### config.mk
export PLATFORM = sky130hd
export DESIGN_NAME = fftmp_ctrl
export DESIGN_NICKNAME = d
export VERILOG_FILES = /design/src/hw/rtl/fftmp_pkg.sv /design/src/hw/rtl/fftmp_ctrl.sv
export SDC_FILE = /design/constraint.sdc
export NUM_CORES = 1
export LEC_CHECK = 0
export ABC_AREA = 1
export BUFFER_PORTS_ARGS = -buffer_cell sky130_fd_sc_hd__clkbuf_2
export CORE_MARGIN = 2
export CORE_UTILIZATION = 55
export CTS_BUF_LIST = sky130_fd_sc_hd__clkbuf_4
export DETAILED_ROUTE_END_ITERATION = 7
export PLACE_DENSITY = 0.76
export SLEW_MARGIN = 30
export SYNTH_ARGS = -nofsm -noshare
export SYNTH_HDL_FRONTEND = slang
export SYNTH_SLANG_ARGS = --single-unit
### constraint.sdc
create_clock -name clk -period 4.4 [get_ports clk]
set_input_delay 1.1 -clock clk [delete_from_list [all_inputs] [get_ports clk]]
set_output_delay 1.1 -clock clk [all_outputs]
set_load 0.02 [all_outputs]
### src/hw/rtl/fftmp_pkg.sv
// ----------------------------------------------------------------------------
// fftmp_pkg
// Shared types, constants and tables for the FFT magnitude/phase block.
// ----------------------------------------------------------------------------
package fftmp_pkg;

    localparam int DATA_W     = 24;
    localparam int CORDIC_N   = 15;
    localparam int MAX_POINTS = 64;
    localparam logic [2:0] LP_MAX = 3'($clog2(MAX_POINTS));

    // Controller -> datapath commands
    typedef struct packed {
        logic       load;      // write sample into work memory
        logic       bf_rd;     // read butterfly operands
        logic       bf_mul;    // form twiddle products
        logic       bf_wr;     // write butterfly results
        logic       out_rd;    // read bin for output
        logic       out_sq;    // start square-sum of bin
        logic       sq_step;   // one square root digit
        logic       cd_init;   // start phase CORDIC
        logic       cd_step;   // one CORDIC iteration
        logic [5:0] addr_a;
        logic [5:0] addr_b;
        logic [4:0] tw_m;
        logic [3:0] iter;
    } fftmp_cmd_t;

    function automatic logic [15:0] quarter_cos(input logic [4:0] m);
        logic [15:0] r;
        begin
            unique case (m)
                5'd0:  r = 16'd32767; // 32768 handled by caller
                5'd1:  r = 16'd32610;
                5'd2:  r = 16'd32138;
                5'd3:  r = 16'd31357;
                5'd4:  r = 16'd30274;
                5'd5:  r = 16'd28899;
                5'd6:  r = 16'd27246;
                5'd7:  r = 16'd25330;
                5'd8:  r = 16'd23170;
                5'd9:  r = 16'd20788;
                5'd10: r = 16'd18205;
                5'd11: r = 16'd15447;
                5'd12: r = 16'd12540;
                5'd13: r = 16'd9512;
                5'd14: r = 16'd6393;
                5'd15: r = 16'd3212;
                default: r = 16'd0;
            endcase
            return r;
        end
    endfunction

    // Signed Q15 cosine with 1.0 = 32768, index 0..16
    function automatic logic signed [17:0] qcos(input logic [4:0] m);
        begin
            if (m == 5'd0)
                return 18'sd32768;
            return $signed({2'b00, quarter_cos(m)});
        end
    endfunction

    function automatic logic [13:0] atan_units(input logic [3:0] i);
        logic [13:0] r;
        begin
            unique case (i)
                4'd0:  r = 14'd8192;
                4'd1:  r = 14'd4836;
                4'd2:  r = 14'd2555;
                4'd3:  r = 14'd1297;
                4'd4:  r = 14'd651;
                4'd5:  r = 14'd326;
                4'd6:  r = 14'd163;
                4'd7:  r = 14'd81;
                4'd8:  r = 14'd41;
                4'd9:  r = 14'd20;
                4'd10: r = 14'd10;
                4'd11: r = 14'd5;
                4'd12: r = 14'd3;
                4'd13: r = 14'd1;
                4'd14: r = 14'd1;
                default: r = 14'd0;
            endcase
            return r;
        end
    endfunction

endpackage

### src/hw/rtl/fftmp_ctrl.sv
// ----------------------------------------------------------------------------
// fftmp_ctrl
// Sequencer: load, butterfly passes, per-bin magnitude and phase.
// ----------------------------------------------------------------------------
module fftmp_ctrl
    import fftmp_pkg::*;
(
    input  logic       clk,
    input  logic       rst_n,
    input  logic       cfg_valid,
    input  logic [2:0] cfg_data,
    output logic       cfg_ready,
    input  logic       in_tvalid,
    output logic       in_tready,
    input  logic       out_tready,
    output logic       out_tvalid,
    output logic [5:0] bin_index,
    output logic       last_bin,
    output logic [2:0] lp,
    output fftmp_cmd_t cmd
);

    localparam logic [3:0] S_LOAD = 4'd0, S_BRD = 4'd1, S_BMUL = 4'd2, S_BWR = 4'd3,
                           S_ORD = 4'd4, S_OSQ = 4'd5, S_INIT = 4'd6, S_ITER = 4'd7,
                           S_OUT = 4'd8;

    logic [3:0] state_reg, state_next;
    logic [2:0] lp_reg;
    logic [2:0] lp_new;
    logic [6:0] cnt_reg;
    logic [2:0] stage_reg;
    logic [5:0] bf_reg;
    logic [4:0] it_reg;
    logic [5:0] k_reg;
    logic [6:0] n;

    always_comb
    begin
        priority if (cfg_data < 3'd2)
            lp_new = 3'd2;
        else if (cfg_data > LP_MAX)
            lp_new = LP_MAX;
        else
            lp_new = cfg_data;
    end
    assign lp = lp_reg;
    assign n  = 7'd1 << lp_reg;

    logic [5:0] rev;
    always_comb
    begin
        rev = '0;
        for (int i = 0; i < 6; i++)
            if (i < int'(lp_reg))
                rev[int'(lp_reg) - 1 - i] = cnt_reg[i];
    end

    // Butterfly addressing: stage s, h = 2^s, index t over n/2
    logic [5:0] h, jj, g;
    assign h  = 6'd1 << stage_reg;
    assign jj = bf_reg & (h - 6'd1);
    assign g  = (bf_reg - jj) << 1;

    assign cfg_ready  = (state_reg == S_LOAD);
    assign in_tready  = (state_reg == S_LOAD) && !cfg_valid;
    assign out_tvalid = (state_reg == S_OUT);
    assign bin_index  = k_reg;
    assign last_bin   = (7'(k_reg) == n - 7'd1);

    always_comb
    begin
        cmd = '0;
        cmd.load    = (state_reg == S_LOAD) && in_tvalid && in_tready;
        cmd.bf_rd   = (state_reg == S_BRD);
        cmd.bf_mul  = (state_reg == S_BMUL);
        cmd.bf_wr   = (state_reg == S_BWR);
        cmd.out_rd  = (state_reg == S_ORD);
        cmd.out_sq  = (state_reg == S_OSQ);
        cmd.cd_init = (state_reg == S_INIT);
        cmd.sq_step = (state_reg == S_ITER);
        cmd.cd_step = (state_reg == S_ITER) && (it_reg < 5'd15);
        cmd.iter    = it_reg[3:0];
        cmd.tw_m    = 5'((jj * (7'd32 >> stage_reg)));
        cmd.addr_a  = (state_reg == S_LOAD) ? rev :
                      ((state_reg == S_ORD) ? k_reg : g + jj);
        cmd.addr_b  = g + jj + h;
    end

    always_comb
    begin
        state_next = state_reg;
        unique case (state_reg)
            S_LOAD: if (cmd.load && cnt_reg == n - 7'd1) state_next = S_BRD;
            S_BRD:  state_next = S_BMUL;
            S_BMUL: state_next = S_BWR;
            S_BWR:
                if (7'(bf_reg) == (n >> 1) - 7'd1 && stage_reg == lp_reg - 3'd1)
                    state_next = S_ORD;
                else
                    state_next = S_BRD;
            S_ORD:  state_next = S_OSQ;
            S_OSQ:  state_next = S_INIT;
            S_INIT: state_next = S_ITER;
            S_ITER: if (it_reg == 5'd23) state_next = S_OUT;
            S_OUT:
                if (out_tready)
                    state_next = last_bin ? S_LOAD : S_ORD;
            default: state_next = S_LOAD;
        endcase
    end

    always_ff @(posedge clk or negedge rst_n)
    begin
        if (!rst_n)
        begin
            state_reg <= S_LOAD;
            lp_reg    <= 3'd6;
            cnt_reg   <= '0;
            stage_reg <= '0;
            bf_reg    <= '0;
            it_reg    <= '0;
            k_reg     <= '0;
        end
        else
        begin
            state_reg <= state_next;
            if (cfg_valid && cfg_ready)
            begin
                lp_reg  <= lp_new;
                cnt_reg <= '0;
            end
            else if (cmd.load)
                cnt_reg <= (cnt_reg == n - 7'd1) ? 7'd0 : cnt_reg + 7'd1;
            if (state_reg == S_BWR)
            begin
                if (7'(bf_reg) == (n >> 1) - 7'd1)
                begin
                    bf_reg    <= '0;
                    stage_reg <= (state_next == S_ORD) ? 3'd0 : stage_reg + 3'd1;
                end
                else
                    bf_reg <= bf_reg + 6'd1;
            end
            if (state_reg == S_INIT)
                it_reg <= '0;
            else if (state_reg == S_ITER)
                it_reg <= it_reg + 5'd1;
            if (state_reg == S_OUT && out_tready)
                k_reg <= last_bin ? 6'd0 : k_reg + 6'd1;
        end
    end

    assert property (@(posedge clk) disable iff (!rst_n)
        out_tvalid && !out_tready |=> out_tvalid && $stable(k_reg))
        else $error("bin changed under stall");
    assert property (@(posedge clk) disable iff (!rst_n)
        in_tready |-> !out_tvalid)
        else $error("load during output");
    assert property (@(posedge clk) disable iff (!rst_n)
        cmd.bf_wr |-> stage_reg < lp_reg)
        else $error("stage overrun");

endmodule

==> impl_metrics.yaml, run 1 <==
routing:
  drc: 0
  viasPerCell: 5.64
  wl_mm: 11.5
  routedWlPerCell_um: 14.8
  ant_nets: 0
  drtIter0Drc: 259
  vias: 4355
  firstDrtPassIters: 4
clock_network:
  htreeDepth: 2
  clk_pin_slew_ns: 0.11
  clock_latency_ns: 0.36
  clock_path_buffers: 2
  numCtsBuffers: 5
  cts_hold_buf: 0
  cts_tree: "yes"
  cts.sink_count: 34
  root_buffer: "clkbuf_4"
logic_synthesis:
  synth_seq_cells: 34
  syn_avg_cell_area_um2: 6.56
  synth.yosys.seq_area_share_pct: 21.8
  synth-main-ff-cell: "dfrtp_1"
  yosys_warnings: 0
  synth.largest_area_cell: "dfrtp_1"
  synth_common_cells: "146 x nand2_1, 87 x inv_1, 58 x nor2_1, 47 x nand3_1, 33 x ha_1"
  ys_async_sr_fraction_pct: 100
  synth_top_area_share_pct: 20.4
  yosysMostFrequentCell: "nand2_1"
  synth_area_leaders: "dfrtp_1 20%, nand2_1 14%, ha_1 11%"
  syn_area_um2: 3920
  ys_types: 48
  synthCells: 597
  synth_edf_count: 0
cells_and_area:
  antenna_cells: 0
  largest_reg_flops: 7
  nFillCells: 574
  area_growth_pct: 20.8
  seq_area_um2: 855
  drive_gt1_share_pct: 22.2
  final_area_um2: 4730
  final_core_util_pct: 69.3
  layout.nets: 720
  multiInputGateArea_um2: 2790
floorplanning:
  design.core.area_um2: 6830
  num_rows: 30
  die_y_um: 88.4
  die_w_um: 88.4
  dieArea_um2: 7810
  ios: 51
  start_util_pct: 57.3
setup_path:
  critPathMaxFanout: 3
  slowest_stage: "fa_1"
  r2r_slack_ns: 1.46
  ff2ff_path_depth: 16
  cp-end-kind: "output pin"
  critPathKind: "register to output pin"
  critPathTopFamily: "adder cells"
  setup.worst_path.start_class: "register"
  reg2reg_to: "stage_reg[1]"
  cp.required_ns: 3.30
  cpMostUsedCell: "inv_2"
  critPathBufInv: 5
  path_cells: "ha_4 -> inv_2 -> nor2_4 -> nand2_2 -> o21ai_2 -> nor2_2 -> inv_2 -> nor2_2 -> ha_1 -> ha_1 -> inv_2 -> fa_1 -> inv_2 -> fa_2 -> xnor2_2 -> xor2_2 -> clkbuf_8"
  r2r_start: "lp[1]"
  worstPathArrival_ns: 3.61
  critPathMaxStageDelay_ns: 0.49
timing:
  max_slew.worst_pin.slew_ns: 0.781
  setup_slack_ns: -0.307
  finalSetupTns_ns: -0.426
  post-route-min-period_ns: 4.71
  setup_viol: 3
  slew_headroom_pct: 47.8
  finalCritPeriodShare_pct: 107
  hold_viol_final: 0
  max_freq_mhz: 212
  rsz0062_at_grt: "true"
  finClkSkew_ns: 0.0129
  final-max-slew-violation-count: 0
  holdWs_ns: 0.549
placement:
  preCtsSetupSlack_ns: 0.0132
  gp_congestion: 0.988
  dpl_cell_area_um2: 4300
  portBuffers: 50
  place_hpwl_mm: 8.14
power:
  irDropWorstVdd_v: 0.000311
  p_per_area_nw_per_um2: 663
  p_leak_nw: 2.54
global_routing:
  grt_pass1_vias: 3985
  grt_max_degree: 35
  gr-total-overflow: 0
  antenna_found_initial: 0
  grt_pass1_wl_mm: 18.2
  grtUsageTotal_pct: 29.2
min_path:
  hold_path.startpoint: "cnt_reg[6]"
  min_to: "cnt_reg[6]"
  hp-class: "register to register"
  holdPathStages: 2
run:
  maxCapViolCount: 0
run_status:
  status: "finished with violations"
  violations: "negative setup slack"
layout by cell type (no fill, tap or decap), types with 3 or more instances in the layout:
master,n
a21oi_1,22
buf_4,35
clkbuf_2,46
clkbuf_4,5
conb_1,3
dfrtp_1,31
fa_1,3
ha_1,27
ha_4,4
inv_1,82
inv_2,8
nand2_1,141
nand2_2,8
nand3_1,45
nand3_2,7
nand3b_1,5
nand4_1,12
nor2_1,54
nor2_2,9
nor3_1,17
o21ai_0,30
o21ai_1,3
o21bai_1,3
or2_2,4
xnor2_1,8
xor2_1,19
layer usage:
layer / GRT usage, % / up-vias / routed length, um
li1: - / 2086 / -
met1: 37.5 / 2006 / 4790
met2: 49.3 / 213 / 5500
met3: 4.38 / 50 / 786
met4: 11.8 / 0 / 381
met5: 0 / - / 0
logic make-up after synthesis:
family | Yosys count | synth area share (%)
compound gates | 76 | 11.2
flops | 34 | 21.8
xor+xnor | 32 | 7.54
other cells | 2 | 0.192
simple gates | 311 | 35.8
fa+ha+maj | 37 | 12.6
buf+inv | 105 | 10.9
worst min-delay path, delay by kind of cell, from the launching register on:
family           cells  cell delay (ns)
AO/OA/AOI/OAI        1             0.07
flip-flops           1             0.40
AND/OR/NAND/NOR      1             0.06
what timing repair did:
| action | in CTS | in global routing |
|---|---|---|
| setup buffers | 20 | 4 |
| gates resized for setup | 11 | 27 |
| endpoints found under the setup margin | 4 | 5 |
| pin swaps | 11 | 20 |
power by group:
group	total (mW)	switching [mW]	internal, mW
clock network	0.297	0.119	0.178
logic	2.33	1.51	0.816
registers	0.513	0.127	0.385
worst max path at each step:
stage / cells past startpoint / slack [ns] / startpoint / end
after floorplan: 17 / 0.01 / stage_reg[0] / cmd[8]
after global placement: 18 / 0.12 / stage_reg[0] / cmd[8]
after detailed placement: 18 / 0.01 / stage_reg[0] / cmd[8]
after CTS: 17 / -0.18 / stage_reg[1] / cmd[8]
after global routing: 17 / -0.42 / stage_reg[1] / cmd[8]
final: 17 / -0.31 / stage_reg[1] / cmd[8]
final cells by class:
cell class	instances	share of cell area, %
multi-input combinational	459	58.9
sequential	34	18.1
timing repair buffer	84	11.1
inverter	91	7.22
tap	96	2.54
clock inverter	3	1.45
clock buffer	5	0.793
metrics by stage:
stage | total power [mW] | cells
floorplan | 2.07 | 598
finish | 3.14 | 772
global placement | 2.57 | 740
detailed placement | 2.60 | 740
global route | 3.40 | 772
CTS | 2.97 | 768
(Power assumes the default switching activity.)
==> run 2, diff against run 1 <==
- REMOVE_ABC_BUFFERS: not set -> 1
==> impl_metrics.yaml, run 2 (synthesis results as in run 1) <==
clock_network:
  root_buffer: "clkbuf_4"
  clock_path_buffers: 2
  clock_latency_ns: 0.34
  clk_pin_slew_ns: 0.11
  cts.sink_count: 34
  cts_tree: "yes"
  numCtsBuffers: 5
  htreeDepth: 2
timing:
  slew_headroom_pct: 48.1
  finClkSkew_ns: 0.0101
  hold_viol_final: 0
  setup_slack_ns: -0.158
  rsz0062_at_grt: "true"
  finalCritPeriodShare_pct: 104
  setup_viol: 2
  max_slew.worst_pin.slew_ns: 0.779
  final-max-slew-violation-count: 0
  finalSetupTns_ns: -0.315
  post-route-min-period_ns: 4.56
  max_freq_mhz: 219
setup_path:
  r2r_slack_ns: 1.41
  critPathMaxFanout: 2
  ff2ff_path_depth: 15
  worstPathArrival_ns: 3.46
  critPathKind: "register to output pin"
  r2r_start: "lp[1]"
  setup.worst_path.start_class: "register"
  cp-end-kind: "output pin"
  cp.required_ns: 3.30
  cp-startpoint: "stage_reg[1]"
  reg2reg_to: "stage_reg[2]"
routing:
  ant_nets: 0
  viasPerCell: 5.53
  wl_mm: 11.4
  drtIter0Drc: 309
  firstDrtPassIters: 5
  routedWlPerCell_um: 14.8
  drc: 0
  vias: 4244
cells_and_area:
  antenna_cells: 0
  area_growth_pct: 19.5
  layout_commonest_cell: "nand2_1"
  largest_reg_flops: 7
  drive_gt1_share_pct: 21.9
  layout.nets: 717
  layout_common_cells: "142 x nand2_1, 80 x inv_1, 54 x nor2_1, 45 x nand3_1, 44 x clkbuf_2"
global_routing:
  busiest_layer: "met2"
  grt_use_met2_pct: 49.9
  antenna_found_initial: 0
  gr-total-overflow: 0
  grt_use_met3_pct: 4.48
  grt.met1_usage_pct: 35.8
  grt_max_degree: 35
  grt_pass1_vias: 4008
  grt_pass1_wl_mm: 18.0
  grtUsageTotal_pct: 29.0
floorplanning:
  dieArea_um2: 7810
  num_rows: 30
  ios: 51
  die_y_um: 88.4
  design.core.area_um2: 6830
  die_w_um: 88.4
  start_util_pct: 57.3
power:
  p_leak_nw: 2.50
  p_per_area_nw_per_um2: 653
  power_mw: 3.06
  irDropWorstVdd_v: 0.000308
min_path:
  holdPathStages: 1
  hp-class: "register to register"
  hold_path.startpoint: "it_reg[0]"
  min_to: "it_reg[0]"
placement:
  gp_congestion: 0.978
  portBuffers: 50
  place_hpwl_mm: 8.45
run:
  maxCapViolCount: 0
run_status:
  violations: "negative setup slack"
  status: "finished with violations"
run 2: changes by cell type in the layout (fill, tap and decap cells not counted), sizes merged:
cell    delta
bufinv     -1
clkbuf     -3
run 2: metal layers:
layer,wire [um],vias up
li1,-,2062
met1,4670,1965
met2,5540,173
met3,700,44
met4,490,0
met5,0,-
run 2: cell type report:
cell class,count,area (um^2)
multi-input combinational,459,2790
fill,610,2150
sequential,34,853
timing repair buffer,81,507
inverter,91,342
tap,96,120
clock buffer,5,37.5
clock inverter,2,33.8
run 2: through the flow:
step           setup WS (ns)  hold slack, ns  std cells  area, um^2  utilization, %
2_1_floorplan         -0.155           0.495        584        3830               -
3_3_place_gp          0.0714           0.532        744        4310            63.1
3_5_place_dp         -0.0559           0.538        744        4310            63.1
4_1_cts              -0.0771           0.560        765        4540            66.5
5_1_grt               -0.355           0.598        768        4680            68.5
6_report              -0.158           0.559        768        4680            68.5
run 2: worst max-delay path by stage:
stage	to	cells after the start	slack [ns]
2_1_floorplan	cmd[8]	17	-0.15
4_1_cts	cmd[8]	17	-0.08
3_5_place_dp	cmd[8]	18	-0.06
6_report	cmd[8]	17	-0.16
5_1_grt	cmd[14]	19	-0.35
3_3_place_gp	cmd[8]	18	0.07
run 2: power by group:
group | internal (mW) | total [mW] | switching (mW)
combinational | 0.824 | 2.33 | 1.51
sequential | 0.385 | 0.500 | 0.115
clock | 0.115 | 0.227 | 0.112
total | 1.32 | 3.06 | 1.73
run 2: critical path, cell delays in order, from the launching register on:
cell and delay [ns]:
dfrtp_1 0.43, ha_4 0.18, inv_2 0.06, nor2_4 0.04
nand2_2 0.10, o21ai_4 0.07, nor2_2 0.12, inv_2 0.07
nor2_4 0.10, ha_4 0.21, ha_4 0.25, inv_2 0.03
fa_1 0.54, inv_2 0.04, fa_2 0.37, xnor2_2 0.17
xor2_1 0.16, buf_4 0.16
run 2: what timing repair did:
action                                 in CTS  in global routing
endpoints found under the hold margin       0                  0
buffers inserted                           15                  5
pin swaps                                  11                 20
gates resized for setup                    18                 33
hold buffers                                0                  0
setup endpoints to repair                   3                  5
==> run 3, diff against run 2 <==
- ABC_AREA: 1 -> not set
- PLACE_DENSITY: 0.76 -> 0.75
==> impl_metrics.yaml, run 3 <==
run:
  maxCapViolCount: 0
setup_path:
  critPathBufInv: 4
  reg2reg_to: "stage_reg[0]"
  setup.worst_path.start_class: "register"
  critPathMaxFanout: 3
  critPathKind: "register to output pin"
  r2r_start: "lp[0]"
  critPathTopFamily: "adder cells"
  r2r_slack_ns: 0.95
  worstPathArrival_ns: 3.37
  cp-end-kind: "output pin"
  ff2ff_path_depth: 13
  critPathMaxStageDelay_ns: 0.49
  slowest_stage: "fa_1"
  cp-startpoint: "stage_reg[0]"
  cp.required_ns: 3.30
  path_cells: "inv_2 -> ha_4 -> and3_4 -> ha_4 -> ha_4 -> inv_2 -> fa_1 -> inv_2 -> fa_2 -> xnor2_2 -> xnor2_1 -> xnor2_1 -> xnor2_1 -> buf_4"
logic_synthesis:
  synthCells: 511
  syn_area_um2: 4020
  synth_compound_area_share_pct: 21.2
  ys_types: 67
  yosysMostFrequentCell: "nand2_1"
  synth_top_area_share_pct: 19.9
  muxShareOfSynthArea_pct: 2.58
  synth_area_leaders: "dfrtp_1 20%, ha_1 10%, xnor2_1 7.0%"
  synth_edf_count: 0
  synth.largest_area_cell: "dfrtp_1"
  synthSimpleGateAreaFrac_pct: 26.0
  ys_async_sr_fraction_pct: 100
  synth_fa_ha_area_share_pct: 12.3
  synth_seq_cells: 34
  synth_top_family_by_area: "simple AND/OR/NAND/NOR gates"
  syn_avg_cell_area_um2: 7.87
  synth_common_cells: "43 x nand2_1, 33 x ha_1, 32 x dfrtp_1, 32 x xnor2_1, 31 x clkbuf_1"
  synth.yosys.seq_area_share_pct: 21.2
  synth-main-ff-cell: "dfrtp_1"
  synth_xor_area_share_pct: 9.80
  yosys_warnings: 0
clock_network:
  cts.sink_count: 34
  clk_pin_slew_ns: 0.13
  clock_path_buffers: 2
  clock_latency_ns: 0.36
  root_buffer: "clkbuf_4"
  cts_tree: "yes"
  numCtsBuffers: 5
  cts_hold_buf: 0
  htreeDepth: 2
timing:
  max_freq_mhz: 224
  hold_viol_final: 0
  max_slew.worst_pin.slew_ns: 0.950
  setup_viol: 3
  setup_slack_ns: -0.0689
  slew_headroom_pct: 36.3
  post-route-min-period_ns: 4.47
  finalCritPeriodShare_pct: 102
  rsz0062_at_grt: "true"
  finClkSkew_ns: 0.0207
  final-max-slew-violation-count: 0
placement:
  gp_congestion: 0.955
  portBuffers: 50
  preCtsSetupSlack_ns: -0.0307
  dpl_cell_area_um2: 4350
  place_hpwl_mm: 7.60
global_routing:
  grt_pass1_wl_mm: 17.2
  antenna_found_initial: 0
  grt_max_degree: 35
  grt_pass1_vias: 3600
  gr-total-overflow: 0
  grtUsageTotal_pct: 27.2
floorplanning:
  ios: 51
  die_w_um: 89.5
  design.core.area_um2: 7180
  num_rows: 31
  start_util_pct: 56.0
  die_y_um: 89.5
  dieArea_um2: 8010
routing:
  viasPerCell: 6.04
  firstDrtPassIters: 5
  routedWlPerCell_um: 16.7
  ant_nets: 0
  vias: 3947
  drtIter0Drc: 286
  drc: 0
  wl_mm: 10.9
power:
  p_per_area_nw_per_um2: 862
  p_leak_nw: 2.07
  irDropWorstVdd_v: 0.000442
run_status:
  violations: "negative setup slack"
  status: "finished with violations"
cells_and_area:
  final_area_um2: 4730
  layout_commonest_cell: "clkbuf_2"
  layout_common_cells: "46 x clkbuf_2, 42 x nand2_1, 31 x dfrtp_1, 31 x buf_4, 29 x xnor2_1"
  area_growth_pct: 17.7
  antenna_cells: 0
  largest_reg_flops: 7
  layout.nets: 598
  drive_gt1_share_pct: 25.3
min_path:
  hold_path.startpoint: "it_reg[0]"
  holdPathStages: 1
  hp-class: "register to register"
  min_to: "it_reg[0]"
-- run 3: changes by cell type after synthesis, sizes merged, moves of 14 or more --
cell	change
nand2	-108
inv	-71
nor2	-37
nand3	-30
clkbuf	+26
xnor2	+22
nand2b	+17
nor2b	+15
and3	+14
-- run 3: area by class of cell --
cell class,instances,area (um^2)
inverter,19,71.3
clock buffer,5,37.5
timing repair buffer,79,485
tap,99,124
clock inverter,3,68.8
sequential,34,855
fill,624,2440
multi-input combinational,414,3090
-- run 3: how the worst max path moves through the flow --
stage,endpoint,depth (start not counted)
finish,cmd[8],14
global route,cmd[8],14
CTS,cmd[8],14
detailed placement,cmd[8],14
global placement,cmd[8],14
floorplan,cmd[8],13
-- run 3: kinds of logic (layout without fill, tap and decap cells) --
| logic type | after synthesis | in the layout |
|---|---|---|
| AOI/OAI and AO/OA | 128 | 128 |
| adders and majority gates | 37 | 37 |
| buffers and inverters | 64 | 106 |
| DFF | 34 | 34 |
| muxes | 10 | 10 |
| and+or+nand+nor | 191 | 191 |
| other | 2 | 3 |
| xor gates and xnor gates | 45 | 45 |
-- run 3: report_power, final --
group	leakage [nW]	total [mW]	internal, mW	switching (mW)
Clock	0.0554	0.300	0.178	0.122
Sequential	0.441	0.572	0.396	0.176
Combinational	1.57	3.21	1.35	1.86
Total	2.07	4.08	1.92	2.16
-- run 3: repair_timing --
action / 4_1_cts / 5_1_grt
endpoints found under the setup margin: 3 / 5
buffers inserted: 8 / 2
gates resized for setup: 31 / 18
pin swaps: 23 / 19
-- run 3: per-layer routing --
metal | global-route usage, % | vias to the layer above | routed length [um]
met5 | 0 | - | 0
met3 | 3.42 | 35 | 649
met2 | 46.4 | 155 | 5150
met4 | 8.41 | 0 | 314
li1 | - | 1897 | -
met1 | 35.9 | 1860 | 4780
-- run 3: metrics by stage --
| step | hold slack (ns) | util, % | cells | total power, mW | setup TNS (ns) |
|---|---|---|---|---|---|
| finish | 0.587 | 66.0 | 653 | 4.08 | -0.110 |
| global route | 0.621 | 66.0 | 653 | 4.37 | -0.505 |
| floorplan | 0.538 | - | 467 | 2.59 | -0.109 |
| CTS | 0.588 | 65.0 | 652 | 3.88 | -0.0972 |
| global placement | 0.551 | 60.6 | 636 | 3.30 | 0 |
| detailed placement | 0.558 | 60.6 | 636 | 3.37 | -0.0307 |
